## config.mk

```make
export PLATFORM = sky130hd
export DESIGN_NAME = c_subset_lexer_top_flat
export DESIGN_NICKNAME = d
export VERILOG_FILES = /design/src/hdl/csl_pkg.sv /design/src/hdl/csl_in_if.sv /design/src/hdl/csl_out_if.sv /design/src/hdl/c_subset_lexer_top.sv /design/src/hdl/csl_scan.sv /design/src/hdl/csl_tokq.sv /design/src/flat_wrapper.sv
export SDC_FILE = /design/constraint.sdc
export NUM_CORES = 1
export LEC_CHECK = 0
export ABC_AREA = 1
export CELL_PAD_IN_SITES_DETAIL_PLACEMENT = 1
export CELL_PAD_IN_SITES_GLOBAL_PLACEMENT = 1
export CORE_UTILIZATION = 43
export DETAILED_ROUTE_END_ITERATION = 12
export DONT_BUFFER_PORTS = 1
export HOLD_SLACK_MARGIN = 0.02
export PLACE_DENSITY_LB_ADDON = 0.1
export SYNTH_ARGS = -nofsm -noshare
export SYNTH_HDL_FRONTEND = slang
export SYNTH_HIERARCHICAL = 1
export SYNTH_SLANG_ARGS = --single-unit
```

## constraint.sdc

```tcl
create_clock -name clk -period 4.5 [get_ports clk]
set_input_delay 0.45 -clock clk [delete_from_list [all_inputs] [get_ports clk]]
set_output_delay 0.45 -clock clk [all_outputs]
set_load 0.01 [all_outputs]
```

## src/hdl/csl_pkg.sv

```systemverilog
package csl_pkg;

  // Default configuration
  localparam int CSL_POSITION_BITS = 16;
  localparam int CSL_KEYWORD_CHARS = 7;

  localparam int CSL_LEN_W = 16;
  localparam int CSL_NUM_KEYWORDS = 15;

  // Token kinds
  localparam logic [5:0] K_END          = 6'd0;
  localparam logic [5:0] K_IDENT        = 6'd1;
  localparam logic [5:0] K_INT          = 6'd2;
  localparam logic [5:0] K_FLOAT        = 6'd3;
  localparam logic [5:0] K_STRING       = 6'd4;
  localparam logic [5:0] K_CHAR         = 6'd5;
  localparam logic [5:0] K_KW_FIRST     = 6'd6;
  localparam logic [5:0] K_PAIR_FIRST   = 6'd21;
  localparam logic [5:0] K_SINGLE_FIRST = 6'd28;
  localparam logic [5:0] K_ERROR        = 6'd51;

  // Characters with a role of their own
  localparam logic [7:0] CH_NL     = 8'h0A;
  localparam logic [7:0] CH_DQUOTE = 8'h22;
  localparam logic [7:0] CH_SQUOTE = 8'h27;
  localparam logic [7:0] CH_STAR   = 8'h2A;
  localparam logic [7:0] CH_SLASH  = 8'h2F;
  localparam logic [7:0] CH_UNDER  = 8'h5F;
  localparam logic [7:0] CH_DOT    = 8'h2E;
  localparam logic [7:0] CH_SPACE  = 8'h20;

  // Scanner modes
  typedef enum logic [3:0] {
    M_IDLE,
    M_WORD,
    M_NUMBER,
    M_STRING,
    M_QUOTE_OPEN,
    M_QUOTE_VALUE,
    M_HELD,
    M_LINE_REM,
    M_BLOCK_REM,
    M_BLOCK_STAR,
    M_ERROR
  } csl_mode_t;

  // Token pushes from the scanner into the token queue
  typedef struct packed {
    logic p0;
    logic p1;
  } csl_push_t;

  // Keyword entry: length and text packed first character lowest
  typedef struct packed {
    logic [3:0]  len;
    logic [63:0] text;
  } csl_kw_t;

  function automatic logic csl_is_letter(input logic [7:0] c);
    return (c >= "a" && c <= "z") || (c >= "A" && c <= "Z") || c == CH_UNDER;
  endfunction

  function automatic logic csl_is_digit(input logic [7:0] c);
    return c >= "0" && c <= "9";
  endfunction

  function automatic logic csl_is_space(input logic [7:0] c);
    return c == CH_SPACE || (c >= 8'd9 && c <= 8'd13);
  endfunction

  function automatic logic csl_may_pair(input logic [7:0] c);
    return c == "=" || c == "!" || c == "<" || c == ">" || c == "&" || c == "|" ||
           c == "-" || c == CH_SLASH;
  endfunction

  // Single-character token kind, zero when the byte is none of them
  function automatic logic [5:0] csl_single_kind(input logic [7:0] c);
    logic [5:0] k;
    case (c)
      "+":      k = K_SINGLE_FIRST + 6'd0;
      "-":      k = K_SINGLE_FIRST + 6'd1;
      "*":      k = K_SINGLE_FIRST + 6'd2;
      "/":      k = K_SINGLE_FIRST + 6'd3;
      "%":      k = K_SINGLE_FIRST + 6'd4;
      "&":      k = K_SINGLE_FIRST + 6'd5;
      "|":      k = K_SINGLE_FIRST + 6'd6;
      "^":      k = K_SINGLE_FIRST + 6'd7;
      "!":      k = K_SINGLE_FIRST + 6'd8;
      "~":      k = K_SINGLE_FIRST + 6'd9;
      "=":      k = K_SINGLE_FIRST + 6'd10;
      "<":      k = K_SINGLE_FIRST + 6'd11;
      ">":      k = K_SINGLE_FIRST + 6'd12;
      "(":      k = K_SINGLE_FIRST + 6'd13;
      ")":      k = K_SINGLE_FIRST + 6'd14;
      "{":      k = K_SINGLE_FIRST + 6'd15;
      "}":      k = K_SINGLE_FIRST + 6'd16;
      "[":      k = K_SINGLE_FIRST + 6'd17;
      "]":      k = K_SINGLE_FIRST + 6'd18;
      ",":      k = K_SINGLE_FIRST + 6'd19;
      ";":      k = K_SINGLE_FIRST + 6'd20;
      ":":      k = K_SINGLE_FIRST + 6'd21;
      CH_DOT:   k = K_SINGLE_FIRST + 6'd22;
      default:  k = 6'd0;
    endcase
    return k;
  endfunction

  // Two-character operator kind, zero when the pair is not an operator
  function automatic logic [5:0] csl_pair_kind(input logic [7:0] a, input logic [7:0] b);
    logic [5:0] k;
    k = 6'd0;
    if (a == "=" && b == "=") k = K_PAIR_FIRST + 6'd0;
    if (a == "!" && b == "=") k = K_PAIR_FIRST + 6'd1;
    if (a == "<" && b == "=") k = K_PAIR_FIRST + 6'd2;
    if (a == ">" && b == "=") k = K_PAIR_FIRST + 6'd3;
    if (a == "&" && b == "&") k = K_PAIR_FIRST + 6'd4;
    if (a == "|" && b == "|") k = K_PAIR_FIRST + 6'd5;
    if (a == "-" && b == ">") k = K_PAIR_FIRST + 6'd6;
    return k;
  endfunction

  // Keyword table, text repacked so the first character is the low byte
  function automatic csl_kw_t csl_keyword(input logic [3:0] k);
    logic [63:0] s;
    logic [3:0]  n;
    csl_kw_t     r;
    case (k)
      4'd0:    begin s = "int";     n = 4'd3; end
      4'd1:    begin s = "char";    n = 4'd4; end
      4'd2:    begin s = "float";   n = 4'd5; end
      4'd3:    begin s = "double";  n = 4'd6; end
      4'd4:    begin s = "bool";    n = 4'd4; end
      4'd5:    begin s = "void";    n = 4'd4; end
      4'd6:    begin s = "struct";  n = 4'd6; end
      4'd7:    begin s = "if";      n = 4'd2; end
      4'd8:    begin s = "else";    n = 4'd4; end
      4'd9:    begin s = "while";   n = 4'd5; end
      4'd10:   begin s = "for";     n = 4'd3; end
      4'd11:   begin s = "switch";  n = 4'd6; end
      4'd12:   begin s = "case";    n = 4'd4; end
      4'd13:   begin s = "default"; n = 4'd7; end
      4'd14:   begin s = "return";  n = 4'd6; end
      default: begin s = '0;        n = 4'd0; end
    endcase
    r.len  = n;
    r.text = '0;
    for (int i = 0; i < 8; i++) begin
      if (i < int'(n)) r.text[8*i +: 8] = s[8*(int'(n)-1-i) +: 8];
    end
    return r;
  endfunction

endpackage

```

## src/hdl/csl_in_if.sv

```systemverilog
interface csl_in_if;
  logic       valid;
  logic       ready;
  logic [7:0] source_byte;
  logic       end_of_source;

  modport source (output valid, source_byte, end_of_source, input ready);
  modport sink   (input valid, source_byte, end_of_source, output ready);
endinterface

```

## src/hdl/csl_out_if.sv

```systemverilog
interface csl_out_if #(
  parameter int POS_W = csl_pkg::CSL_POSITION_BITS
);
  logic             valid;
  logic             ready;
  logic [5:0]       token_kind;
  logic [POS_W-1:0] start_line;
  logic [POS_W-1:0] start_column;
  logic [15:0]      token_length;
  logic [7:0]       char_value;
  logic             last_of_run;

  modport source (output valid, token_kind, start_line, start_column, token_length,
                  char_value, last_of_run, input ready);
  modport sink   (input valid, token_kind, start_line, start_column, token_length,
                  char_value, last_of_run, output ready);
endinterface

```

## src/hdl/c_subset_lexer_top.sv

```systemverilog
// Streaming tokenizer for a small C subset. One source byte (or end marker) is taken per
// request; a registered byte is scanned combinationally and its tokens, at most two, are
// written into a four-entry token queue that drives the result channel. Input is accepted
// in every cycle while the queue has room for two tokens, so the sustained rate is one byte
// per cycle; a byte that both closes a token and opens a one-character token, and every end
// marker after a pending token, gives two tokens, so the result port's single token
// per cycle sets the rate for such runs. Both the input stage and the token queue are
// registered. Positions are 1-based and saturate at 2^POSITION_BITS-1, lengths at 65535;
// after an error token all bytes are dropped until the end marker, which restores reset.
module c_subset_lexer_top #(
  parameter int POSITION_BITS = csl_pkg::CSL_POSITION_BITS,
  parameter int KEYWORD_CHARS = csl_pkg::CSL_KEYWORD_CHARS
) (
  input  logic     clk,
  input  logic     rst_n,
  csl_in_if.sink   in_chan,
  csl_out_if.source out_chan
);
  import csl_pkg::*;

  localparam int TOK_W = 2*POSITION_BITS + 31;

  logic             iv_r;
  logic [7:0]       byte_r;
  logic             eos_r;
  logic             adv;
  logic             room;
  logic             end_w;
  csl_push_t        push_s;
  logic [TOK_W-1:0] tok0, tok1;

  // Input register stage
  assign adv           = iv_r && room;
  assign in_chan.ready = !iv_r || adv;
  assign end_w         = eos_r || (byte_r == 8'h00);

  always_ff @(posedge clk) begin
    if (!rst_n) begin
      iv_r <= 1'b0;
    end else if (in_chan.ready) begin
      iv_r <= in_chan.valid;
    end
  end

  always_ff @(posedge clk) begin
    if (in_chan.valid && in_chan.ready) begin
      byte_r <= in_chan.source_byte;
      eos_r  <= in_chan.end_of_source;
    end
  end

  // Scanner
  csl_scan #(
    .POSITION_BITS (POSITION_BITS),
    .KEYWORD_CHARS (KEYWORD_CHARS)
  ) u_scan (
    .clk           (clk),
    .rst_n         (rst_n),
    .step          (adv),
    .source_byte   (byte_r),
    .end_of_source (eos_r),
    .push          (push_s),
    .tok0          (tok0),
    .tok1          (tok1)
  );

  // Token queue
  csl_tokq #(
    .POSITION_BITS (POSITION_BITS)
  ) u_tokq (
    .clk      (clk),
    .rst_n    (rst_n),
    .push     (push_s),
    .tok0     (tok0),
    .tok1     (tok1),
    .room     (room),
    .out_chan (out_chan)
  );

  // Checks
  a_second_needs_first: assert property (@(posedge clk) disable iff (!rst_n)
    push_s.p1 |-> push_s.p0)
    else $error("second token pushed without a first");

  a_end_gives_token: assert property (@(posedge clk) disable iff (!rst_n)
    adv && end_w |-> push_s.p0)
    else $error("end marker produced no token");

  a_push_shows: assert property (@(posedge clk) disable iff (!rst_n)
    push_s.p0 |=> out_chan.valid)
    else $error("pushed token not offered on the result channel");

  a_push_only_on_step: assert property (@(posedge clk) disable iff (!rst_n)
    push_s.p0 |-> adv)
    else $error("token pushed without an accepted byte");

endmodule

```

## src/hdl/csl_scan.sv

```systemverilog
module csl_scan #(
  parameter int  POSITION_BITS = csl_pkg::CSL_POSITION_BITS,
  parameter int  KEYWORD_CHARS = csl_pkg::CSL_KEYWORD_CHARS,
  localparam int TOK_W         = 2*POSITION_BITS + 31
) (
  input  logic               clk,
  input  logic               rst_n,
  input  logic               step,
  input  logic [7:0]         source_byte,
  input  logic               end_of_source,
  output csl_pkg::csl_push_t push,
  output logic [TOK_W-1:0]   tok0,
  output logic [TOK_W-1:0]   tok1
);
  import csl_pkg::*;

  localparam int P    = POSITION_BITS;
  localparam int WIN_W = 8*KEYWORD_CHARS;
  localparam logic [P-1:0] POS_MAX = '1;
  localparam logic [P-1:0] POS_ONE = P'(1);
  localparam logic [CSL_LEN_W-1:0] LEN_MAX = '1;

  typedef struct packed {
    logic [5:0]           kind;
    logic [P-1:0]         line;
    logic [P-1:0]         col;
    logic [CSL_LEN_W-1:0] len;
    logic [7:0]           cval;
    logic                 last;
  } tok_t;

  // Scanner state
  csl_mode_t            mode_r, mode_nxt;
  logic [7:0]           held_r, held_nxt;
  logic                 dot_r, dot_nxt;
  logic [WIN_W-1:0]     win_r, win_nxt;
  logic [CSL_LEN_W-1:0] run_r, run_nxt;
  logic [P-1:0]         tline_r, tline_nxt, tcol_r, tcol_nxt;
  logic [P-1:0]         cline_r, cline_nxt, ccol_r, ccol_nxt;
  logic [7:0]           lit_r, lit_nxt;

  logic                 at_end;
  logic [CSL_LEN_W-1:0] run_inc;
  logic [5:0]           word_kind, pair_k, single_k;
  logic                 fl_v;
  tok_t                 fl_tok, b_tok, t0, t1;
  logic                 do_fl, do_fr, do_pair, do_end, b_v, a_v;
  csl_kw_t              kw;

  assign at_end  = end_of_source || (source_byte == 8'h00);
  assign run_inc = (run_r == LEN_MAX) ? run_r : run_r + CSL_LEN_W'(1);
  assign pair_k  = csl_pair_kind(held_r, source_byte);
  assign single_k = csl_single_kind(source_byte);

  // Keyword match on the kept prefix of the word
  always_comb begin
    word_kind = K_IDENT;
    kw = '0;
    for (int k = 0; k < CSL_NUM_KEYWORDS; k++) begin
      kw = csl_keyword(4'(k));
      if (int'(kw.len) <= KEYWORD_CHARS && run_r == CSL_LEN_W'(kw.len) &&
          win_r == kw.text[WIN_W-1:0]) begin
        word_kind = K_KW_FIRST + 6'(k);
      end
    end
  end

  // Token held by the current mode, given out when the token ends
  always_comb begin
    fl_v   = 1'b1;
    fl_tok = '0;
    fl_tok.line = tline_r;
    fl_tok.col  = tcol_r;
    case (mode_r)
      M_WORD:        begin fl_tok.kind = word_kind; fl_tok.len = run_r; end
      M_NUMBER:      begin fl_tok.kind = dot_r ? K_FLOAT : K_INT; fl_tok.len = run_r; end
      M_STRING:      begin fl_tok.kind = K_STRING; fl_tok.len = run_r; end
      M_QUOTE_OPEN:  begin fl_tok.kind = K_CHAR; fl_tok.len = CSL_LEN_W'(1); end
      M_QUOTE_VALUE: begin
        fl_tok.kind = K_CHAR;
        fl_tok.len  = CSL_LEN_W'(1);
        fl_tok.cval = lit_r;
      end
      M_HELD:        begin
        fl_tok.kind = csl_single_kind(held_r);
        fl_tok.len  = CSL_LEN_W'(1);
      end
      default:       fl_v = 1'b0;
    endcase
  end

  // Next state for one byte
  always_comb begin
    mode_nxt  = mode_r;
    held_nxt  = held_r;
    dot_nxt   = dot_r;
    win_nxt   = win_r;
    run_nxt   = run_r;
    tline_nxt = tline_r;
    tcol_nxt  = tcol_r;
    cline_nxt = cline_r;
    ccol_nxt  = ccol_r;
    lit_nxt   = lit_r;
    do_fl     = 1'b0;
    do_fr     = 1'b0;
    do_pair   = 1'b0;
    do_end    = 1'b0;
    b_v       = 1'b0;
    b_tok     = '0;

    if (at_end) begin
      // flush, then End, then back to the reset state
      do_fl     = 1'b1;
      do_end    = 1'b1;
      mode_nxt  = M_IDLE;
      held_nxt  = '0;
      dot_nxt   = 1'b0;
      win_nxt   = '0;
      run_nxt   = '0;
      tline_nxt = POS_ONE;
      tcol_nxt  = POS_ONE;
      cline_nxt = POS_ONE;
      ccol_nxt  = POS_ONE;
      lit_nxt   = '0;
      b_tok.kind = K_END;
      b_tok.line = cline_r;
      b_tok.col  = ccol_r;
    end else begin
      // position tracking
      if (source_byte == CH_NL) begin
        cline_nxt = (cline_r == POS_MAX) ? cline_r : cline_r + POS_ONE;
        ccol_nxt  = POS_ONE;
      end else if (ccol_r != POS_MAX) begin
        ccol_nxt = ccol_r + POS_ONE;
      end

      case (mode_r)
        M_WORD: begin
          if (csl_is_letter(source_byte) || csl_is_digit(source_byte)) begin
            for (int i = 0; i < KEYWORD_CHARS; i++) begin
              if (run_r == CSL_LEN_W'(i)) win_nxt[8*i +: 8] = source_byte;
            end
            run_nxt = run_inc;
          end else begin
            do_fl = 1'b1;
            do_fr = 1'b1;
          end
        end
        M_NUMBER: begin
          if (csl_is_digit(source_byte) || (!dot_r && source_byte == CH_DOT)) begin
            if (source_byte == CH_DOT) dot_nxt = 1'b1;
            run_nxt = run_inc;
          end else begin
            do_fl = 1'b1;
            do_fr = 1'b1;
          end
        end
        M_STRING: begin
          if (source_byte == CH_DQUOTE) begin
            do_fl    = 1'b1;
            mode_nxt = M_IDLE;
          end else begin
            run_nxt = run_inc;
          end
        end
        M_QUOTE_OPEN: begin
          lit_nxt  = source_byte;
          mode_nxt = M_QUOTE_VALUE;
        end
        M_QUOTE_VALUE: begin
          do_fl    = 1'b1;
          mode_nxt = M_IDLE;
          if (source_byte != CH_SQUOTE) do_fr = 1'b1;
        end
        M_HELD: begin
          if (held_r == CH_SLASH && source_byte == CH_SLASH) begin
            mode_nxt = M_LINE_REM;
          end else if (held_r == CH_SLASH && source_byte == CH_STAR) begin
            mode_nxt = M_BLOCK_REM;
          end else if (pair_k != 6'd0) begin
            do_pair    = 1'b1;
            mode_nxt   = M_IDLE;
            b_tok.kind = pair_k;
            b_tok.line = tline_r;
            b_tok.col  = tcol_r;
            b_tok.len  = CSL_LEN_W'(2);
          end else begin
            do_fl = 1'b1;
            do_fr = 1'b1;
          end
        end
        M_LINE_REM: begin
          if (source_byte == CH_NL) mode_nxt = M_IDLE;
        end
        M_BLOCK_REM: begin
          if (source_byte == CH_STAR) mode_nxt = M_BLOCK_STAR;
        end
        M_BLOCK_STAR: begin
          if (source_byte == CH_SLASH) mode_nxt = M_IDLE;
          else if (source_byte != CH_STAR) mode_nxt = M_BLOCK_REM;
        end
        M_ERROR: begin
          mode_nxt = M_ERROR;
        end
        default: begin
          do_fr = 1'b1;
        end
      endcase

      // byte scanned afresh as the start of a new token
      if (do_fr) begin
        mode_nxt = M_IDLE;
        if (!csl_is_space(source_byte)) begin
          tline_nxt = cline_r;
          tcol_nxt  = ccol_r;
          if (csl_is_letter(source_byte)) begin
            mode_nxt = M_WORD;
            run_nxt  = CSL_LEN_W'(1);
            win_nxt  = WIN_W'(source_byte);
          end else if (csl_is_digit(source_byte)) begin
            mode_nxt = M_NUMBER;
            run_nxt  = CSL_LEN_W'(1);
            dot_nxt  = 1'b0;
          end else if (source_byte == CH_DQUOTE) begin
            mode_nxt = M_STRING;
            run_nxt  = '0;
          end else if (source_byte == CH_SQUOTE) begin
            mode_nxt = M_QUOTE_OPEN;
            lit_nxt  = '0;
          end else if (csl_may_pair(source_byte)) begin
            mode_nxt = M_HELD;
            held_nxt = source_byte;
          end else begin
            b_v        = 1'b1;
            b_tok.line = cline_r;
            b_tok.col  = ccol_r;
            b_tok.len  = CSL_LEN_W'(1);
            if (single_k != 6'd0) begin
              b_tok.kind = single_k;
            end else begin
              b_tok.kind = K_ERROR;
              mode_nxt   = M_ERROR;
            end
          end
        end
      end
    end

    if (do_pair || do_end) b_v = 1'b1;
  end

  // Order the tokens: the flushed one always comes first
  assign a_v = do_fl && fl_v;

  always_comb begin
    t0 = a_v ? fl_tok : b_tok;
    t1 = b_tok;
    t0.last = !(a_v && b_v);
    t1.last = 1'b1;
  end

  assign push.p0 = step && (a_v || b_v);
  assign push.p1 = step && a_v && b_v;
  assign tok0    = t0;
  assign tok1    = t1;

  // State registers
  always_ff @(posedge clk) begin
    if (!rst_n) begin
      mode_r  <= M_IDLE;
      held_r  <= '0;
      dot_r   <= 1'b0;
      win_r   <= '0;
      run_r   <= '0;
      tline_r <= POS_ONE;
      tcol_r  <= POS_ONE;
      cline_r <= POS_ONE;
      ccol_r  <= POS_ONE;
      lit_r   <= '0;
    end else if (step) begin
      mode_r  <= mode_nxt;
      held_r  <= held_nxt;
      dot_r   <= dot_nxt;
      win_r   <= win_nxt;
      run_r   <= run_nxt;
      tline_r <= tline_nxt;
      tcol_r  <= tcol_nxt;
      cline_r <= cline_nxt;
      ccol_r  <= ccol_nxt;
      lit_r   <= lit_nxt;
    end
  end

endmodule

```

## src/hdl/csl_tokq.sv

```systemverilog
module csl_tokq #(
  parameter int  POSITION_BITS = csl_pkg::CSL_POSITION_BITS,
  localparam int TOK_W         = 2*POSITION_BITS + 31
) (
  input  logic               clk,
  input  logic               rst_n,
  input  csl_pkg::csl_push_t push,
  input  logic [TOK_W-1:0]   tok0,
  input  logic [TOK_W-1:0]   tok1,
  output logic               room,
  csl_out_if.source          out_chan
);
  import csl_pkg::*;

  localparam int P     = POSITION_BITS;
  localparam int DEPTH = 4;
  localparam int PTR_W = $clog2(DEPTH);
  localparam int CNT_W = $clog2(DEPTH + 1);

  typedef struct packed {
    logic [5:0]           kind;
    logic [P-1:0]         line;
    logic [P-1:0]         col;
    logic [CSL_LEN_W-1:0] len;
    logic [7:0]           cval;
    logic                 last;
  } tok_t;

  tok_t             q_r [DEPTH];
  tok_t             head;
  logic [PTR_W-1:0] wr_r, wr_nxt, rd_r, rd_nxt;
  logic [CNT_W-1:0] cnt_r, cnt_nxt;
  logic             pop;

  // Up to two writes, one read per cycle
  assign pop  = out_chan.valid && out_chan.ready;
  assign room = cnt_r <= CNT_W'(DEPTH - 2);

  always_comb begin
    wr_nxt  = wr_r + PTR_W'(push.p0) + PTR_W'(push.p1);
    rd_nxt  = rd_r + PTR_W'(pop);
    cnt_nxt = cnt_r + CNT_W'(push.p0) + CNT_W'(push.p1) - CNT_W'(pop);
  end

  always_ff @(posedge clk) begin
    if (push.p0) q_r[wr_r] <= tok_t'(tok0);
    if (push.p1) q_r[wr_r + PTR_W'(1)] <= tok_t'(tok1);
  end

  always_ff @(posedge clk) begin
    if (!rst_n) begin
      wr_r  <= '0;
      rd_r  <= '0;
      cnt_r <= '0;
    end else begin
      wr_r  <= wr_nxt;
      rd_r  <= rd_nxt;
      cnt_r <= cnt_nxt;
    end
  end

  // Head of the queue drives the result channel
  assign head                  = q_r[rd_r];
  assign out_chan.valid        = cnt_r != '0;
  assign out_chan.token_kind   = head.kind;
  assign out_chan.start_line   = head.line;
  assign out_chan.start_column = head.col;
  assign out_chan.token_length = head.len;
  assign out_chan.char_value   = head.cval;
  assign out_chan.last_of_run  = head.last;

endmodule
```

## src/flat_wrapper.sv

```systemverilog
// flat-port wrapper written by rule: the top's interface ports become plain ports
module c_subset_lexer_top_flat import csl_pkg::*;
#(
  parameter int POSITION_BITS = csl_pkg::CSL_POSITION_BITS,
  parameter int KEYWORD_CHARS = csl_pkg::CSL_KEYWORD_CHARS
)
  (clk, rst_n, in_chan_valid, in_chan_source_byte, in_chan_end_of_source, in_chan_ready, out_chan_valid, out_chan_token_kind, out_chan_start_line, out_chan_start_column, out_chan_token_length, out_chan_char_value, out_chan_last_of_run, out_chan_ready);
  csl_in_if in_chan_i ();
  csl_out_if out_chan_i ();
  input  logic clk;
  input  logic rst_n;
  input wire logic [$bits(in_chan_i.valid)-1:0] in_chan_valid;
  input wire logic [$bits(in_chan_i.source_byte)-1:0] in_chan_source_byte;
  input wire logic [$bits(in_chan_i.end_of_source)-1:0] in_chan_end_of_source;
  output wire logic [$bits(in_chan_i.ready)-1:0] in_chan_ready;
  output wire logic [$bits(out_chan_i.valid)-1:0] out_chan_valid;
  output wire logic [$bits(out_chan_i.token_kind)-1:0] out_chan_token_kind;
  output wire logic [$bits(out_chan_i.start_line)-1:0] out_chan_start_line;
  output wire logic [$bits(out_chan_i.start_column)-1:0] out_chan_start_column;
  output wire logic [$bits(out_chan_i.token_length)-1:0] out_chan_token_length;
  output wire logic [$bits(out_chan_i.char_value)-1:0] out_chan_char_value;
  output wire logic [$bits(out_chan_i.last_of_run)-1:0] out_chan_last_of_run;
  input wire logic [$bits(out_chan_i.ready)-1:0] out_chan_ready;
  assign in_chan_i.valid = in_chan_valid;
  assign in_chan_i.source_byte = in_chan_source_byte;
  assign in_chan_i.end_of_source = in_chan_end_of_source;
  assign in_chan_ready = in_chan_i.ready;
  assign out_chan_valid = out_chan_i.valid;
  assign out_chan_token_kind = out_chan_i.token_kind;
  assign out_chan_start_line = out_chan_i.start_line;
  assign out_chan_start_column = out_chan_i.start_column;
  assign out_chan_token_length = out_chan_i.token_length;
  assign out_chan_char_value = out_chan_i.char_value;
  assign out_chan_last_of_run = out_chan_i.last_of_run;
  assign out_chan_i.ready = out_chan_ready;
  c_subset_lexer_top #(.POSITION_BITS(POSITION_BITS), .KEYWORD_CHARS(KEYWORD_CHARS)) u_core (.clk(clk), .rst_n(rst_n), .in_chan(in_chan_i), .out_chan(out_chan_i));
endmodule
```

==> PnR_summary.wiki, run 1 <==
{| class="wikitable"
! Metric !! Value
|-
| Result of the run || complete, no violations
|-
| Asr flop ratio synth || 0
|-
| Slowest stage cell, crit path || sky130_fd_sc_hd__edfxtp_1
|-
| Top cell type's share of synthesized area || 0.284
|-
| Initial DRT Pass Iterations || 5
|-
| Area leader, netlist || sky130_fd_sc_hd__edfxtp_1
|-
| Most common flop cell mapped by yosys || sky130_fd_sc_hd__edfxtp_1
|-
| Post-route ant nets || 0
|-
| CP peak stage delay || 0.66 ns
|-
| Clk Tree Root Cell || sky130_fd_sc_hd__clkbuf_16
|-
| Endpoint type of the worst setup path || flop
|-
| Final max-slew violation count || 0
|-
| Detailed placement HPWL || 67.4 mm
|-
| Category of the critical setup timing path || reg2reg
|-
| Most common library cell in the layout ignoring fill and taps || sky130_fd_sc_hd__nand2_1
|-
| Startpoint type of the worst setup path || flop
|-
| Number of antenna diodes || 0
|-
| Number of violations of the max-capacitance limit || 0
|-
| Min Tclk post-route || 4.11 ns
|-
| PD cells || 436 mW/mm2
|-
| Total routed wirelength || 102 mm
|-
| Combined global-route utilization of all metal layers || 0.308
|-
| Count of non-filler cells in the finished layout || 4890
|-
| Number of sinks on the clock net || 426
|-
| Number of failing hold endpoints at the final stage || 0
|-
| Nets || 4026
|-
| End-of-flow core utilization || 0.469
|-
| Register area || 0.0111 mm2
|-
| Final setup vio count || 0
|-
| Maximum number of buffers from clock root to sink || 3
|-
| Remaining global-route overflow || 0
|-
| Power consumption || 12.9 mW
|-
| Summed negative setup slack over all endpoints || 0 ns
|-
| Synthesized cell area || 0.0276 mm2
|-
| Sequential element share of the synthesized area || 0.403
|-
| Largest net degree at the start of global routing || 127
|-
| Count of distinct cell types in the synthesized netlist || 53
|-
| Static Leak || 13.0 nW
|-
| Tightest Hold Check Type || in2reg
|-
| Cell type group with the largest total delay on the critical path || simple AND/OR/NAND/NOR gates
|-
| Period utilization || 0.913
|-
| Count of unresolved DRC violations after routing || 0
|-
| Number of filler instances in the final layout || 8337
|-
| Via Count || 27200
|-
| Number of port buffers || 0
|-
| Clock network latency to the later pin of the worst-skew pair || 0.62 ns
|-
| Area added between synthesis and finish || 7.49%
|-
| Die Width || 255 um
|-
| Routability cong. || 0.962
|-
| Cells along the critical path || inv_4 -> nor2_8 -> nand2_2 -> nor2_1 -> nand2_1 -> nand2_1 -> nor2_1 -> nand3_2 -> nand2_4 -> nand3_4 -> nand2_4 -> o21ai_1 -> buf_4 -> nor2_4 -> nand3_4 -> nand2_4 -> buf_4
|-
| Core ar. || 0.0633 mm2
|-
| Yosys synthesis warning count || 6
|-
| Most frequent cells in the layout || sky130_fd_sc_hd__nand2_1 (1419), sky130_fd_sc_hd__inv_1 (569), sky130_fd_sc_hd__nand3_1 (396), sky130_fd_sc_hd__nor2_1 (269), sky130_fd_sc_hd__edfxtp_1 (261)
|-
| Ports placed on the boundary || 78
|-
| Crit path DAT || 4.37 ns
|-
| TritonCTS clock tree || yes
|-
| WP buf/inv || 3
|-
| Vias in the first global route || 27000
|-
| Net switching power figure || 5.21 mW
|-
| Largest clock skew in the final design || 0.0249 ns
|-
| Multi-input gate area || 0.0130 mm2
|-
| Number of flip-flops and latches in the synthesized netlist || 426
|-
| Floorplan die area || 0.0652 mm2
|-
| Overall die height || 255 um
|-
| Synth area leaders || sky130_fd_sc_hd__edfxtp_1 (28%), sky130_fd_sc_hd__nand2_1 (19%), sky130_fd_sc_hd__dfxtp_1 (12%)
|-
| Initial standard-cell utilization of the core || 0.436
|-
| RSZ-0062 raised after global routing || false
|-
| Count of placed standard cells including taps || 4783
|-
| Power Internal || 7.72 mW
|-
| Tightest slew margin relative to the limit || 0.242
|-
| Fraction of power consumed by the clock network || 0.312
|-
| Maximum vdd drop || 0.000287 V
|-
| Number of instances in the synthesized netlist || 4097
|-
| First-pass GRT wire length || 159 mm
|-
| Slew at the pin closest to its max-slew limit || 1.14 ns
|-
| Maximum fanout encountered on the critical timing path || 23
|-
| Worst endpoint required time || 4.76 ns
|-
| Clock-pin slew on the worst setup and hold paths || 0.06 ns
|-
| Routed len/inst || 20.8 um
|-
| Drt initial violations || 1804
|-
| Maximum clock frequency || 243 MHz
|-
| Combinational power share || 0.323
|-
| Cell Rows || 92
|-
| Cell type with the highest occurrence count on the critical path || sky130_fd_sc_hd__nand2_4
|-
| Fraction of power spent switching nets || 0.403
|-
| Number of antenna violations at the first check in global routing || 1
|-
| Fraction of final layout cells with drive strength greater than 1 || 0.0561
|-
| Power share of the sequential group || 0.364
|-
| Count of flip-flops with a built-in enable after synthesis || 261
|-
| Mapped Avg Cell Area || 6.74 um2
|-
| Number of clock buffers inserted by TritonCTS || 51
|-
| Level count of the clock H-tree || 2
|-
| Via density per instance || 5.56
|-
| CTS resizes || 0
|}
[cell families (layout without fill, tap and decap cells)]
group,Yosys count,in the layout,share of synthesized area
AND/OR/NAND/NOR,2402,2402,0.375
buffers and inverters,841,767,0.132
flip-flops,426,426,0.403
AO/OA/AOI/OAI,411,411,0.0821
adder cells (fa/ha/maj),12,12,0.00625
XOR/XNOR,3,3,0.000952
other,2,23,0.000272
[synth_stat cells, types with 7 or more instances]
| master | number |
|---|---|
| sky130_fd_sc_hd__nor2_2 | 11 |
| sky130_fd_sc_hd__ha_1 | 9 |
| sky130_fd_sc_hd__clkbuf_1 | 59 |
| sky130_fd_sc_hd__and2_1 | 8 |
| sky130_fd_sc_hd__o21ai_1 | 56 |
| sky130_fd_sc_hd__a31oi_1 | 8 |
| sky130_fd_sc_hd__nand3_1 | 396 |
| sky130_fd_sc_hd__buf_2 | 90 |
| sky130_fd_sc_hd__nor2_1 | 270 |
| sky130_fd_sc_hd__o21ai_0 | 101 |
| sky130_fd_sc_hd__a21oi_1 | 179 |
| sky130_fd_sc_hd__edfxtp_1 | 261 |
| sky130_fd_sc_hd__a211oi_1 | 11 |
| sky130_fd_sc_hd__buf_6 | 18 |
| sky130_fd_sc_hd__nor3_1 | 57 |
| sky130_fd_sc_hd__o21ai_2 | 8 |
| sky130_fd_sc_hd__nand2_1 | 1423 |
| sky130_fd_sc_hd__buf_1 | 9 |
| sky130_fd_sc_hd__o2111ai_1 | 7 |
| sky130_fd_sc_hd__o211ai_1 | 22 |
| sky130_fd_sc_hd__inv_2 | 31 |
| sky130_fd_sc_hd__nand2_2 | 12 |
| sky130_fd_sc_hd__buf_4 | 60 |
| sky130_fd_sc_hd__dfxtp_1 | 165 |
| sky130_fd_sc_hd__nand4_1 | 191 |
| sky130_fd_sc_hd__inv_1 | 572 |
[layer usage]
layer  track usage  vias to the layer above  routed length (um)
met5             0                        -                  13
met4        0.0808                        2                2280
met3        0.0413                      146                6060
met2         0.500                      749               46400
met1         0.430                    13300               47100
li1              -                    13000                   -
[power by group through the flow]
stage	logic (mW)	registers, mW	clock network (mW)
3_5_place_dp	4.12	4.79	0
3_3_place_gp	4.04	4.78	0
6_report	4.18	4.71	4.04
5_1_grt	4.55	4.74	4.26
2_1_floorplan	2.98	4.68	0
4_1_cts	4.15	4.71	4.12
[worst paths after layout]
path,start,endpoint,slack [ns],cells past startpoint
setup reg to reg,u_core/byte_r[1]$_DFFE_PP_,u_core/u_tokq/q_r[2][48]$_DFFE_PP_,0.39,17
setup / recovery,u_core/byte_r[1]$_DFFE_PP_,u_core/u_tokq/q_r[2][48]$_DFFE_PP_,0.39,17
hold / removal,rst_n,u_core/u_scan/tcol_r[0]$_SDFFE_PN1P_,0.11,2
hold reg to reg,u_core/u_scan/lit_r[1]$_SDFFE_PN0P_,u_core/u_scan/lit_r[1]$_SDFFE_PN0P_,0.47,2
[final cells by class]
type / instances / area share
clock inverters: 24 / 0.00603
multi-input cells: 2851 / 0.436
repair buffers: 66 / 0.0213
clock buffers: 72 / 0.0481
well taps: 846 / 0.0357
flip-flops and latches: 426 / 0.376
inverters: 605 / 0.0768
[state kept, by name, summed over array words and instances (netlist names), 4 cells and up]
signal	cells
u_core/u_tokq/q_r	252
u_core/u_scan/win_r	56
u_core/u_scan/ccol_r	16
u_core/u_scan/cline_r	16
u_core/u_scan/run_r	16
u_core/u_scan/tcol_r	16
u_core/u_scan/tline_r	16
u_core/byte_r	8
u_core/u_scan/held_r	8
u_core/u_scan/lit_r	8
u_core/u_scan/mode_r	4
[metrics by stage]
stage	cell area (um2)	hold WS (ns)	worst slack (ns)
2_1_floorplan	27700	0.440	0.0152
3_3_place_gp	28000	0.449	0.559
3_5_place_dp	28000	0.458	0.453
4_1_cts	29700	0.0697	0.450
5_1_grt	29700	0.102	0.167
6_report	29700	0.107	0.390
[repair_timing]
action / in CTS / in global routing
buffers inserted: 0 / 0
endpoints found under the setup margin: 0 / 0
hold endpoints to repair: 33 / 0
hold buffers: 11 / 0
No activity file was read; power rests on OpenSTA's default activity.
==> inputs of run 2 (changes only) <==
CORE_UTILIZATION = 47   (was 43)
PLACE_DENSITY = 0.79   (was not set)
PLACE_DENSITY_LB_ADDON = not set   (was 0.1)
clock period = 4.25 ns   (was 4.5 ns; I/O delays follow)
==> PnR_summary.wiki, run 2 (synthesized netlist as in run 1, its figures left out) <==
{| class="wikitable"
! Metric !! Value
|-
| Final setup vio count || 0 (unchanged)
|-
| Static Leak || 13.0 nW (about the same)
|-
| Via density per instance || 5.70 (+2.5%)
|-
| Clock-pin slew on the worst setup and hold paths || 0.06 ns (about the same)
|-
| Crit path DAT || 4.48 ns (+0.11 ns)
|-
| Combinational power share || 0.319 (-0.004)
|-
| Routability cong. || 0.979 (+1.7%)
|-
| Total routed wirelength || 100 mm (-1.4%)
|-
| Fraction of final layout cells with drive strength greater than 1 || 0.0565 (+0.000331)
|-
| Die Width || 244 um (-4.3%)
|-
| Remaining global-route overflow || 0 (unchanged)
|-
| R2R Setup Slk || 0.29 ns (-0.10 ns)
|-
| Cells along the critical path || buf_4 -> nand2_1 -> inv_2 -> nand2_2 -> inv_2 -> nand2_1 -> nand3_1 -> nor2_1 -> nand3_1 -> nor2_4 -> nand3_4 -> nand4_1 -> nand2_1 -> inv_1 -> inv_1 -> ha_1 -> inv_1 -> fa_1 -> fa_1 -> inv_1 -> nand2_1 -> nand2_1 -> nor2_1
|-
| Category of the critical setup timing path || reg2reg
|-
| Maximum clock frequency || 252 MHz (+3.7%)
|-
| PD cells || 464 mW/mm2 (+6.6%)
|-
| Fraction of power consumed by the clock network || 0.316 (+0.004)
|-
| Cell type group with the largest total delay on the critical path || simple AND/OR/NAND/NOR gates
|-
| Result of the run || complete, no violations
|-
| Level count of the clock H-tree || 2 (unchanged)
|-
| Launch instance of the worst register-to-register path || u_core/byte_r[4]$_DFFE_PP_
|-
| Min Tclk post-route || 3.96 ns (-0.148 ns)
|-
| Slowest stage cell, crit path || sky130_fd_sc_hd__edfxtp_1
|-
| Final instance area || 0.0296 mm2 (-0.20%)
|-
| Maximum vdd drop || 0.00103 V (+260%)
|-
| Initial DRT Pass Iterations || 5 (unchanged)
|-
| Biggest regs || u_core/u_tokq/q_r: 252 flops, u_core/u_scan/win_r: 56 flops
|-
| Most frequent cells in the layout || sky130_fd_sc_hd__nand2_1 (1419), sky130_fd_sc_hd__inv_1 (569), sky130_fd_sc_hd__nand3_1 (396), sky130_fd_sc_hd__nor2_1 (269), sky130_fd_sc_hd__edfxtp_1 (261)
|-
| Combined global-route utilization of all metal layers || 0.335 (+0.0272)
|-
| Tightest Hold Check Type || in2reg
|-
| RSZ-0062 raised after global routing || false
|-
| WP buf/inv || 7 (+4)
|-
| Routed len/inst || 20.9 um (+0.32%)
|-
| Number of failing hold endpoints at the final stage || 0 (unchanged)
|-
| Register name with the most flops || u_core/u_tokq/q_r
|-
| Final max-slew violation count || 0 (unchanged)
|-
| CP peak stage delay || 0.48 ns (-0.18 ns)
|-
| Clock network latency to the later pin of the worst-skew pair || 0.63 ns (about the same)
|-
| Number of clock buffers inserted by TritonCTS || 50 (-2.0%)
|-
| Register area || 0.0111 mm2 (unchanged)
|-
| Placed standard-cell area || 0.0279 mm2 (-0.34%)
|-
| Power share of the sequential group || 0.366 (+0.002)
|-
| Critical hold path startpoint || rst_n
|-
| First-pass GRT wire length || 157 mm (-1.3%)
|-
| Net switching power figure || 5.47 mW (+5.0%)
|-
| Drt initial violations || 2257 (+25%)
|-
| Maximum number of buffers from clock root to sink || 3 (unchanged)
|-
| Minimum hold slack || 0.0576 ns (-0.0499 ns)
|-
| Number of filler instances in the final layout || 7669 (-8.0%)
|-
| Vias in the first global route || 27200 (+0.77%)
|-
| Number of antenna violations at the first check in global routing || 3 (+2)
|-
| Startpoint type of the worst setup path || flop
|-
| Area added between synthesis and finish || 7.27%
|-
| Number of sinks on the clock net || 426 (unchanged)
|-
| Initial standard-cell utilization of the core || 0.477 (+0.0406)
|-
| Maximum fanout encountered on the critical timing path || 7 (-70%)
|-
| Slew at the pin closest to its max-slew limit || 1.16 ns (+0.0191 ns)
|-
| Largest clock skew in the final design || 0.0277 ns (+0.00274 ns)
|-
| Core ar. || 0.0579 mm2 (-8.5%)
|-
| Max reg flops || 252 (unchanged)
|-
| Worst endpoint required time || 4.77 ns (about the same)
|-
| Multi-input gate area || 0.0130 mm2 (about the same)
|-
| Fraction of power spent switching nets || 0.398 (-0.00508)
|-
| Number of port buffers || 0 (unchanged)
|-
| Count of unresolved DRC violations after routing || 0 (unchanged)
|-
| Post-route ant nets || 0 (unchanged)
|-
| Overall die height || 244 um (-4.3%)
|-
| Period utilization || 0.932 (+0.0188)
|-
| Floorplan die area || 0.0597 mm2 (-8.4%)
|-
| Endpoint type of the worst setup path || flop
|-
| Nets || 4021 (-0.12%)
|-
| Summed negative setup slack over all endpoints || 0 ns (unchanged)
|-
| Most common library cell in the layout ignoring fill and taps || sky130_fd_sc_hd__nand2_1
|-
| Tightest slew margin relative to the limit || 0.230 (-0.0128)
|-
| Cell Rows || 88 (-4.3%)
|-
| Post-CTS Repair Setup Buffers || 0 (unchanged)
|-
| Via Count || 27400 (+0.72%)
|-
| Largest net degree at the start of global routing || 127 (unchanged)
|-
| Number of violations of the max-capacitance limit || 0 (unchanged)
|-
| Clk Tree Root Cell || sky130_fd_sc_hd__clkbuf_16
|-
| Ports placed on the boundary || 78 (unchanged)
|-
| Detailed placement HPWL || 65.8 mm (-2.4%)
|-
| Cell type with the highest occurrence count on the critical path || sky130_fd_sc_hd__nand2_1
|-
| Power Internal || 8.28 mW (+7.3%)
|-
| Critical path startpoint || u_core/byte_r[4]$_DFFE_PP_
|-
| TritonCTS clock tree || yes
|}
run 2: routing by layer:
layer | global-route usage | vias up | wire length [um]
met5 | 0 | - | 0
met4 | 0.104 | 0 | 2660
met3 | 0.0385 | 171 | 6560
met2 | 0.547 | 849 | 46100
met1 | 0.464 | 13400 | 45100
li1 | - | 13000 | -
run 2: worst paths after layout:
kind | endpoint | cells after the start
max | u_core/u_tokq/cnt_r[2]$_SDFF_PN0_ | 23
min | u_core/u_scan/held_r[0]$_SDFFE_PN0P_ | 2
max reg2reg | u_core/u_tokq/cnt_r[2]$_SDFF_PN0_ | 23
min reg2reg | u_core/u_scan/lit_r[0]$_SDFFE_PN0P_ | 2
run 2: timing repair:
action	in CTS	in global routing
gates resized for setup	0	2
hold endpoints to repair	32	0
hold buffers	11	0
endpoints found under the setup margin	0	64
run 2: metrics by stage:
stage / power (mW) / instances / setup WS, ns / util
after detailed placement: 9.40 / 4698 / 0.310 / 0.481
final: 13.7 / 4804 / 0.289 / 0.511
after CTS: 13.8 / 4803 / 0.296 / 0.511
after global placement: 9.28 / 4698 / 0.460 / 0.481
after global routing: 14.4 / 4804 / 0.0116 / 0.511
after floorplan: 8.11 / 4118 / 0.354 / -
run 2: layout make-up:
class,instances,share of cell area
clock buffers,80,0.0499
flip-flops and latches,426,0.376
diodes,1,0.0000845
well taps,765,0.0323
repair buffers,62,0.0218
clock inverters,14,0.00511
multi-input cells,2851,0.437
inverters,605,0.0770
run 2: power groups by stage:
stage | clock network (mW) | logic, mW | registers (mW)
after detailed placement | 0 | 4.29 | 5.11
after global placement | 0 | 4.19 | 5.09
final | 4.34 | 4.38 | 5.03
after floorplan | 0 | 3.16 | 4.95
after CTS | 4.40 | 4.33 | 5.02
after global routing | 4.54 | 4.76 | 5.05
==> inputs of run 3 (changes only) <==
CORE_UTILIZATION = 43   (was 47)
PLACE_DENSITY = 0.76   (was 0.79)
clock period = 3.2 ns   (was 4.25 ns; I/O delays follow)
==> PnR_summary.wiki, run 3 (synthesized netlist as in run 1, its figures left out) <==
{| class="wikitable"
! Metric !! Value
|-
| Result of the run || finished with violations
|-
| Failing checks || negative hold slack
|-
| Largest clock skew in the final design || 0.0488 ns (+0.0211 ns)
|-
| Endpoint type of the worst setup path || flop
|-
| Clk Tree Root Cell || sky130_fd_sc_hd__clkbuf_16
|-
| Slew at the pin closest to its max-slew limit || 1.10 ns (-0.0554 ns)
|-
| Number of violations of the max-capacitance limit || 0 (unchanged)
|-
| Number of antenna violations at the first check in global routing || 1 (-2)
|-
| Drt initial violations || 2107 (-6.6%)
|-
| Most common library cell in the layout ignoring fill and taps || sky130_fd_sc_hd__nand2_1
|-
| Register name with the most flops || u_core/u_tokq/q_r
|-
| Level count of the clock H-tree || 2 (unchanged)
|-
| Vias in the first global route || 27900 (+2.5%)
|-
| Max reg flops || 252 (unchanged)
|-
| RSZ-0062 raised after global routing || true
|-
| Tightest Hold Check Type || in2reg
|-
| Static Leak || 14.1 nW (+8.6%)
|-
| Routability cong. || 0.957 (-2.2%)
|-
| Number of clock buffers inserted by TritonCTS || 50 (unchanged)
|-
| Power consumption || 18.6 mW (+35%)
|-
| Number of sinks on the clock net || 426 (unchanged)
|-
| Startpoint type of the worst setup path || flop
|-
| Core ar. || 0.0633 mm2 (+9.3%)
|-
| Category of the critical setup timing path || reg2reg
|-
| Initial DRT Pass Iterations || 6 (+1)
|-
| Placed standard-cell area || 0.0293 mm2 (+5.1%)
|-
| Remaining global-route overflow || 0 (unchanged)
|-
| Die Width || 255 um (+4.5%)
|-
| Clock network latency to the later pin of the worst-skew pair || 0.63 ns (about the same)
|-
| Cell Rows || 92 (+4.5%)
|-
| Ports placed on the boundary || 78 (unchanged)
|-
| Period utilization || 0.998 (+0.0658)
|-
| Worst hold stages || 2 (unchanged)
|-
| Number of logic stages on the critical path including buffering || 20 (-13%)
|-
| Maximum number of buffers from clock root to sink || 3 (unchanged)
|-
| Most frequent cells in the layout || sky130_fd_sc_hd__nand2_1 (1398), sky130_fd_sc_hd__inv_1 (563), sky130_fd_sc_hd__nand3_1 (390), sky130_fd_sc_hd__edfxtp_1 (261), sky130_fd_sc_hd__nor2_1 (251)
|-
| Number of port buffers || 0 (unchanged)
|-
| Tightest slew margin relative to the limit || 0.267 (+0.0369)
|-
| Cell type group with the largest total delay on the critical path || simple AND/OR/NAND/NOR gates
|-
| Final setup vio count || 0 (unchanged)
|-
| First-pass GRT wire length || 160 mm (+2.0%)
|-
| PD cells || 581 mW/mm2 (+25%)
|-
| Post-route ant nets || 0 (unchanged)
|-
| Via density per instance || 5.56 (-2.5%)
|-
| Overall die height || 255 um (+4.5%)
|-
| CP peak stage delay || 0.44 ns (-0.04 ns)
|-
| Final max-slew violation count || 0 (unchanged)
|-
| Biggest regs || u_core/u_tokq/q_r: 252 flops, u_core/u_scan/win_r: 56 flops
|-
| Largest net degree at the start of global routing || 128 (+0.79%)
|-
| Count of non-filler cells in the finished layout || 5069 (+5.5%)
|-
| Maximum fanout encountered on the critical timing path || 7 (unchanged)
|-
| Clock-pin slew on the worst setup and hold paths || 0.06 ns (about the same)
|-
| Combined global-route utilization of all metal layers || 0.310 (-0.0255)
|-
| Cells along the critical path || buf_4 -> nor2_4 -> nand3_2 -> nand2_2 -> inv_2 -> nand2_4 -> buf_4 -> nand2_2 -> nor2_4 -> nand3_4 -> buf_4 -> nand2_4 -> o21ai_4 -> nor2_4 -> buf_6 -> buf_12 -> nand3_4 -> buf_12 -> nand2_8 -> clkbuf_16
|-
| Min Tclk post-route || 3.19 ns (-0.768 ns)
|-
| WP buf/inv || 8 (+1)
|-
| Number of cells on the worst reg-to-reg path || 20 (-13%)
|-
| Via Count || 28200 (+2.9%)
|-
| Maximum vdd drop || 0.000534 V (-48%)
|-
| Minimum hold slack || -0.189 ns (-0.246 ns)
|-
| CTS Hold Bufs || 24 (+13)
|-
| Maximum clock frequency || 313 MHz (+24%)
|-
| Total routed wirelength || 106 mm (+6.0%)
|-
| Area added between synthesis and finish || 15.8%
|-
| TritonCTS clock tree || yes
|-
| Floorplan die area || 0.0652 mm2 (+9.2%)
|-
| Worst endpoint required time || 3.53 ns (-1.24 ns)
|-
| Fraction of final layout cells with drive strength greater than 1 || 0.106 (+0.0499)
|-
| Number of failing hold endpoints at the final stage || 11 (+11)
|-
| Crit path DAT || 3.52 ns (-0.96 ns)
|-
| Nets || 4205 (+4.6%)
|-
| Count of placed standard cells including taps || 4917 (+4.7%)
|-
| Count of unresolved DRC violations after routing || 0 (unchanged)
|-
| Slowest stage cell, crit path || sky130_fd_sc_hd__edfxtp_1
|-
| Routed len/inst || 21.0 um (+0.41%)
|-
| Detailed placement HPWL || 69.3 mm (+5.3%)
|-
| Final instance area || 0.0320 mm2 (+8.0%)
|-
| Initial standard-cell utilization of the core || 0.436 (-0.0406)
|}
-- run 3: area by class of cell --
type	instances	area, um2
antenna	1	2.50
clock buffer	74	1410
clock inverter	20	138
fill	8254	31300
inverter	605	2290
multi-input combinational	2853	13400
sequential	426	11100
tap	846	1060
timing repair buffer	244	2550
-- run 3: worst paths after layout --
| path | from | end | slack (ns) |
|---|---|---|---|
| worst min register to register | u_core/u_scan/lit_r[2]$_SDFFE_PN0P_ | u_core/u_scan/lit_r[2]$_SDFFE_PN0P_ | 0.46 |
| worst max register to register | u_core/byte_r[1]$_DFFE_PP_ | u_core/u_tokq/q_r[2][18]$_DFFE_PP_ | 0.007 |
| worst max-delay path | u_core/byte_r[1]$_DFFE_PP_ | u_core/u_tokq/q_r[2][18]$_DFFE_PP_ | 0.007 |
| worst min-delay path | rst_n | u_core/u_tokq/cnt_r[0]$_SDFF_PN0_ | -0.19 |
-- run 3: layer usage --
layer | wire [um] | global-route usage | vias to the layer above
li1 | - | - | 13400
met1 | 45900 | 0.417 | 13700
met2 | 49700 | 0.516 | 915
met3 | 7540 | 0.0455 | 204
met4 | 3260 | 0.0860 | 2
met5 | 13 | 0 | -
-- run 3: what timing repair did --
action	in CTS	in global routing
resized for setup	6	93
pin swaps	3	32
endpoints found under the hold margin	36	11
gates cloned	0	16
setup endpoints to repair	70	505
setup buffers	1	16
-- run 3: power by group --
part           internal (mW)  leakage [nW]  switching, mW  total [mW]
clock                   3.07         0.759           2.42        5.49
sequential              6.35          3.70          0.223        6.57
combinational           1.69          9.69           4.84        6.53
-- run 3: through the flow --
stage               setup slack (ns)  TNS, ns   util  hold slack (ns)
finish                       0.00671        0  0.505           -0.189
global route                  -0.155   -13.26  0.505           -0.183
CTS                         0.000335        0  0.491           -0.226
detailed placement           -0.0654    -1.64  0.463            0.417
global placement              0.0235        0  0.463            0.414
floorplan                   0.000565        0      -            0.413
